--- config.mk ---
export PLATFORM = sky130hd
export DESIGN_NAME = dhs_divider
export DESIGN_NICKNAME = d
export VERILOG_FILES = /design/src/rtl/dhs_pkg.sv /design/src/rtl/dhs_divider.sv
export VERILOG_INCLUDE_DIRS = /design/src /design/src/rtl
export SDC_FILE = /design/constraint.sdc
export NUM_CORES = 1
export LEC_CHECK = 0
export ABC_AREA = 1
export CELL_PAD_IN_SITES_DETAIL_PLACEMENT = 0
export CELL_PAD_IN_SITES_GLOBAL_PLACEMENT = 1
export CORE_AREA = 2 2 156 158
export DETAILED_ROUTE_END_ITERATION = 16
export DIE_AREA = 0 0 158 160
export DONT_BUFFER_PORTS = 1
export PLACE_DENSITY_LB_ADDON = 0.25
export SYNTH_ARGS = -nofsm -noshare
export SYNTH_HDL_FRONTEND = slang
export SYNTH_SLANG_ARGS = --single-unit
--- constraint.sdc ---
create_clock -name clk -period 3.4 [get_ports clk]
set_input_delay 0 -clock clk [delete_from_list [all_inputs] [get_ports clk]]
set_output_delay 0 -clock clk [all_outputs]
set_load 0.005 [all_outputs]
--- src/rtl/discrete_histogram_selectivity_macros.svh ---
// Assertion macros shared by the histogram selectivity RTL.
`ifndef DISCRETE_HISTOGRAM_SELECTIVITY_MACROS_SVH
`define DISCRETE_HISTOGRAM_SELECTIVITY_MACROS_SVH
`ifndef NO_ASSERTIONS
`define DHS_ASSERT(label, clk, rst_n, prop, msg) \
	label: assert property (@(posedge clk) disable iff (!rst_n) (prop)) else $error(msg);
`define DHS_ASSERT_NEXT(label, clk, rst_n, pre, post, msg) \
	label: assert property (@(posedge clk) disable iff (!rst_n) (pre) |=> (post)) \
		else $error(msg);
`else
`define DHS_ASSERT(label, clk, rst_n, prop, msg)
`define DHS_ASSERT_NEXT(label, clk, rst_n, pre, post, msg)
`endif
`endif

--- src/rtl/dhs_pkg.sv ---
// Shared types and codes of the histogram selectivity block.
package dhs_pkg;
	localparam logic [2:0] MODE_LEARN  = 3'd0;
	localparam logic [2:0] MODE_NULL   = 3'd1;
	localparam logic [2:0] MODE_INSERT = 3'd2;
	localparam logic [2:0] MODE_DELETE = 3'd3;
	localparam logic [2:0] MODE_QUERY  = 3'd4;

	localparam logic [2:0] OP_EQ   = 3'd0;
	localparam logic [2:0] OP_LT   = 3'd1;
	localparam logic [2:0] OP_LE   = 3'd2;
	localparam logic [2:0] OP_GT   = 3'd3;
	localparam logic [2:0] OP_GE   = 3'd4;
	localparam logic [2:0] OP_NULL = 3'd5;
	localparam logic [2:0] OP_MEAN = 3'd6;

	localparam logic [1:0] ST_OK     = 2'd0;
	localparam logic [1:0] ST_FULL   = 2'd1;
	localparam logic [1:0] ST_ABSENT = 2'd2;

	localparam int unsigned ONE_Q16 = 65536;

	typedef struct packed {
		logic        start;
		logic [95:0] dividend;
		logic [31:0] divisor;
	} div_req_t;

	typedef struct packed {
		logic        done;
		logic [95:0] quotient;
		logic [31:0] remainder;
	} div_rsp_t;
endpackage

--- src/rtl/dhs_divider.sv ---
// Radix-2 restoring divider, one quotient bit per cycle.
`include "discrete_histogram_selectivity_macros.svh"
module dhs_divider (
	input  logic              clk,
	input  logic              arst_n,
	input  dhs_pkg::div_req_t req,
	output dhs_pkg::div_rsp_t rsp
);
	import dhs_pkg::*;
	logic [95:0] quo_q;
	logic [31:0] den_q;
	logic [32:0] rem_q;
	logic [6:0]  cnt_q;
	logic        busy_q;
	logic        done_q;
	logic [32:0] shifted;
	logic [33:0] diff;

	assign shifted = {rem_q[31:0], quo_q[95]};
	assign diff = {1'b0, shifted} - {2'b0, den_q};

	always_ff @(posedge clk or negedge arst_n) begin
		if (!arst_n) begin
			busy_q <= 1'b0;
			done_q <= 1'b0;
			cnt_q <= '0;
		end else begin
			done_q <= 1'b0;
			if (req.start) begin
				busy_q <= 1'b1;
				cnt_q <= 7'd96;
			end else if (busy_q) begin
				cnt_q <= cnt_q - 7'd1;
				if (cnt_q == 7'd1) begin
					busy_q <= 1'b0;
					done_q <= 1'b1;
				end
			end
		end
	end

	always_ff @(posedge clk) begin
		if (req.start) begin
			quo_q <= req.dividend;
			den_q <= req.divisor;
			rem_q <= '0;
		end else if (busy_q) begin
			if (!diff[33]) begin
				rem_q <= diff[32:0];
				quo_q <= {quo_q[94:0], 1'b1};
			end else begin
				rem_q <= shifted;
				quo_q <= {quo_q[94:0], 1'b0};
			end
		end
	end

	assign rsp.done = done_q;
	assign rsp.quotient = quo_q;
	assign rsp.remainder = rem_q[31:0];

	`DHS_ASSERT_NEXT(a_done_pulse, clk, arst_n, done_q, !done_q, "divider done held")
	`DHS_ASSERT(a_no_restart, clk, arst_n, !(req.start && busy_q), "divider restarted busy")
	`DHS_ASSERT(a_done_idle, clk, arst_n, !(done_q && busy_q), "done while busy")
endmodule

==> flow_summary.yaml <==
outcome:
  status: "finished, violations left"
  violations: "hold timing"
floorplan:
  die_y_um: 160
  die_width_um: 158
  core_area_um2: 23800
  initial_core_util_pct: 40.7
  ios: 260
  die_area_um2: 25300
  fp-row-count: 57
synth:
  synth-edff-count: 128
  ys_seq_elements: 169
  synth_top_area_share_pct: 39.6
  ys_types: 39
  syn_area_um2: 9710
  yosysTopAreaCell: "edfxtp_1"
  syn_avg_cell_area_um2: 7.69
  syn-num-nets: 1428
  async_flop_share_pct: 5.33
  ys_warn_count: 0
  synth_area_leaders: "edfxtp_1, nand2_1, inv_1"
  syn_inst: 1262
  ys_seq_area_share_pct: 48.5
  ys.flop_type: "edfxtp_1"
power_and_ir_drop:
  ir_worst_vdd_uv: 231
  cellLeakagePower_nw: 5.97
  p_sw_mw: 1.56
  comb_power_share_pct: 12.8
  clkPwrFrac_pct: 38.1
  p_per_area_nw_per_um2: 443
  p_int_mw: 3.71
  p_seq_share_pct: 49.1
  swShare_pct: 29.5
setup_path:
  worstPathMaxFanout: 35
  cp_slowest_cell: "ha_1"
  slowest_delay_ps: 360
  path_buf_inv: 1
  cp_top_family: "simple AND/OR/NAND/NOR gates"
  path_cells: "inv_1, ha_1, nand2_2, nor2_4, nand3_1, nand3_2, nand2_2, nand2_2, nand2_4, nand2_8, nand3_2, nand2_1, nand2_1"
  worstPathArrival_ps: 2800
  crit_top_cell: "nand2_2"
  start_kind: "register"
  crit_type: "register to register"
  endpoint_kind: "register"
  required_ps: 3720
clock_network:
  cts-root-buf: "clkbuf_16"
  cts_buffer_depth: 2
  clk_pin_slew_ps: 80
  cts_resized: 0
  cts_made_buffers: 17
  clock_latency_ps: 440
  htreeDepth: 4
  cts.sinks: 169
  cts_tree: "built"
sta:
  setup_tns_ps: 0
  max_freq_mhz: 403
  whs_ps: -0.0821
  worst_slack_ps: 921
  setup-violations-final: 0
  finClkSkew_ps: 18.7
  period_needed_ps: 2480
  slew_headroom_pct: 41.2
  hold_violations: 1
  final_min_period_over_clock_period_pct: 72.9
  grt_setup_unrepaired: "no"
  worst_pin_slew_ps: 879
  slew_violations: 0
layout:
  fill_cells: 2383
  nets: 1546
  final_layout_size_suffix_gt1_share_pct: 5.17
  area_growth_pct: 22.5
  final_cell_area_um2: 11900
drt:
  routed-via-count: 8215
  drtIter0Drc: 493
  postRouteAntennaNets: 0
  routedWlPerCell_um: 16.0
  routed_wl_um: 27500
  route.detailed.drc: 0
  viasPerCell: 4.78
  drt_pass1_iterations: 7
run:
  max_cap_violations: 0
grt:
  antenna_found_initial: 1
  grt_pass1_vias: 8186
  grt_max_degree: 130
  grt_use_met1_pct: 26.7
  top_usage_layer: "met2"
  grt_pass1_wl_um: 43400
  globalRouteOverflowTotal: 0
  grt_util_met2_pct: 37.3
  met3_usage_pct: 5.86
  grt_usage_pct: 22.0
place:
  dpl_cell_area_um2: 9950
  dpl.hpwl_um: 19300
  place_congestion: 0.850
  place_ws_ps: 921
  numPortBuffers: 0
hold_path:
  hold_path.class: "primary input to register"
[worst paths after layout]
kind                          start   endpoint  slack [ps]  cells past startpoint
hold reg to reg            cnt_q[3]   cnt_q[3]         490                      1
min in group asynchronous    arst_n     busy_q         490                      2
max in group asynchronous    arst_n   cnt_q[0]        2590                      2
setup / recovery           den_q[8]  rem_q[27]         920                     13
setup reg to reg           den_q[8]  rem_q[27]         920                     13
hold / removal             req[128]   den_q[9]       -0.08                      1
[worst register-to-register path: cells and delay by family (launching register included)]
family | cells | cell delay, ps
simple gates | 11 | 1610
fa+ha+maj | 1 | 360
flops | 1 | 330
buf+inv | 1 | 40
[final cells by class]
type,instances,area [um2],share of cell area (%)
well taps,324,405,3.41
clock buffers,17,425,3.58
flip-flops and latches,169,4710,39.6
multi-input cells,876,4110,34.5
repair buffers,136,1380,11.6
inverters,180,678,5.70
diodes,1,2.50,0.0210
clock inverters,15,186,1.57
[logic make-up after synthesis]
family	count (synthesis)	synth area share (%)
and+or+nand+nor	787	34.1
AOI/OAI and AO/OA	40	2.33
DFF	169	48.5
xor gates and xnor gates	14	1.26
adders and majority gates	35	4.59
buffers and inverters	217	9.23
[registers in the layout, indices dropped and copies added (netlist names)]
name	flops
quo_q	96
den_q	32
rem_q	32
cnt_q	7
busy_q	1
done_q	1
[stage by stage]
step / std cells / utilization, % / total power [mW] / hold WS [ps]
4_1_cts: 1717 / 49.9 / 5.32 / 5.29
5_1_grt: 1718 / 49.9 / 5.49 / 42.6
6_report: 1718 / 49.9 / 5.26 / -0.0821
3_5_place_dp: 1554 / 41.8 / 3.15 / -295
3_3_place_gp: 1554 / 41.8 / 3.14 / -295
2_1_floorplan: 1262 / - / 3.00 / -296
[metal layers]
metal,up-vias,wire (um),part of all wire [%]
li1,4184,-,-
met1,3731,11600,42
met2,259,13300,49
met3,41,1730,6.3
met4,0,824,3.0
met5,-,0,0
[what timing repair did]
action,in CTS,in global routing
setup buffers,0,0
endpoints found under the hold margin,195,0
hold buffers,131,0
[power groups by stage]
stage	sequential, mW	clock (mW)	combinational, mW
final	2.58	2.01	0.673
after global routing	2.61	2.12	0.770
after CTS	2.58	2.06	0.677
after detailed placement	2.63	0	0.523
after global placement	2.63	0	0.512
after floorplan	2.57	0	0.432
[cell usage after synthesis, types with 2 or more instances]
cell type  count
xnor2_1       14
nor2_1        50
inv_2          4
o21bai_1       2
and2_1         2
buf_4          3
nor4_1         2
nand3_2        9
nand3b_1      18
buf_6          6
nand4_1       12
a21oi_2        2
o21ai_1        9
clkbuf_1      23
nor2_4         3
a21oi_1       19
dfrtp_1        9
ha_1          34
nand3_1       73
nor3_1         4
edfxtp_1     128
dfxtp_1       32
buf_8          2
inv_1        175
nand2_2        8
nand2_1      601
o21ai_0        5
buf_2          2
[layout by cell type, fill, tap and decap left out, drive strengths merged, types with 6 or more instances in the layout]
cell type and count:
dfrtp 9, xnor2 14, dlygate4sd3 130, a21oi 22, o21ai 14, clkinv 11
nand3 82, clkbuf 17, nand3b 18, nor2 55, buf 6, inv 184
nand4 12, dfxtp 32, edfxtp 128, nand2 611, ha 34
Note: power is estimated with default switching activity, not from simulation.
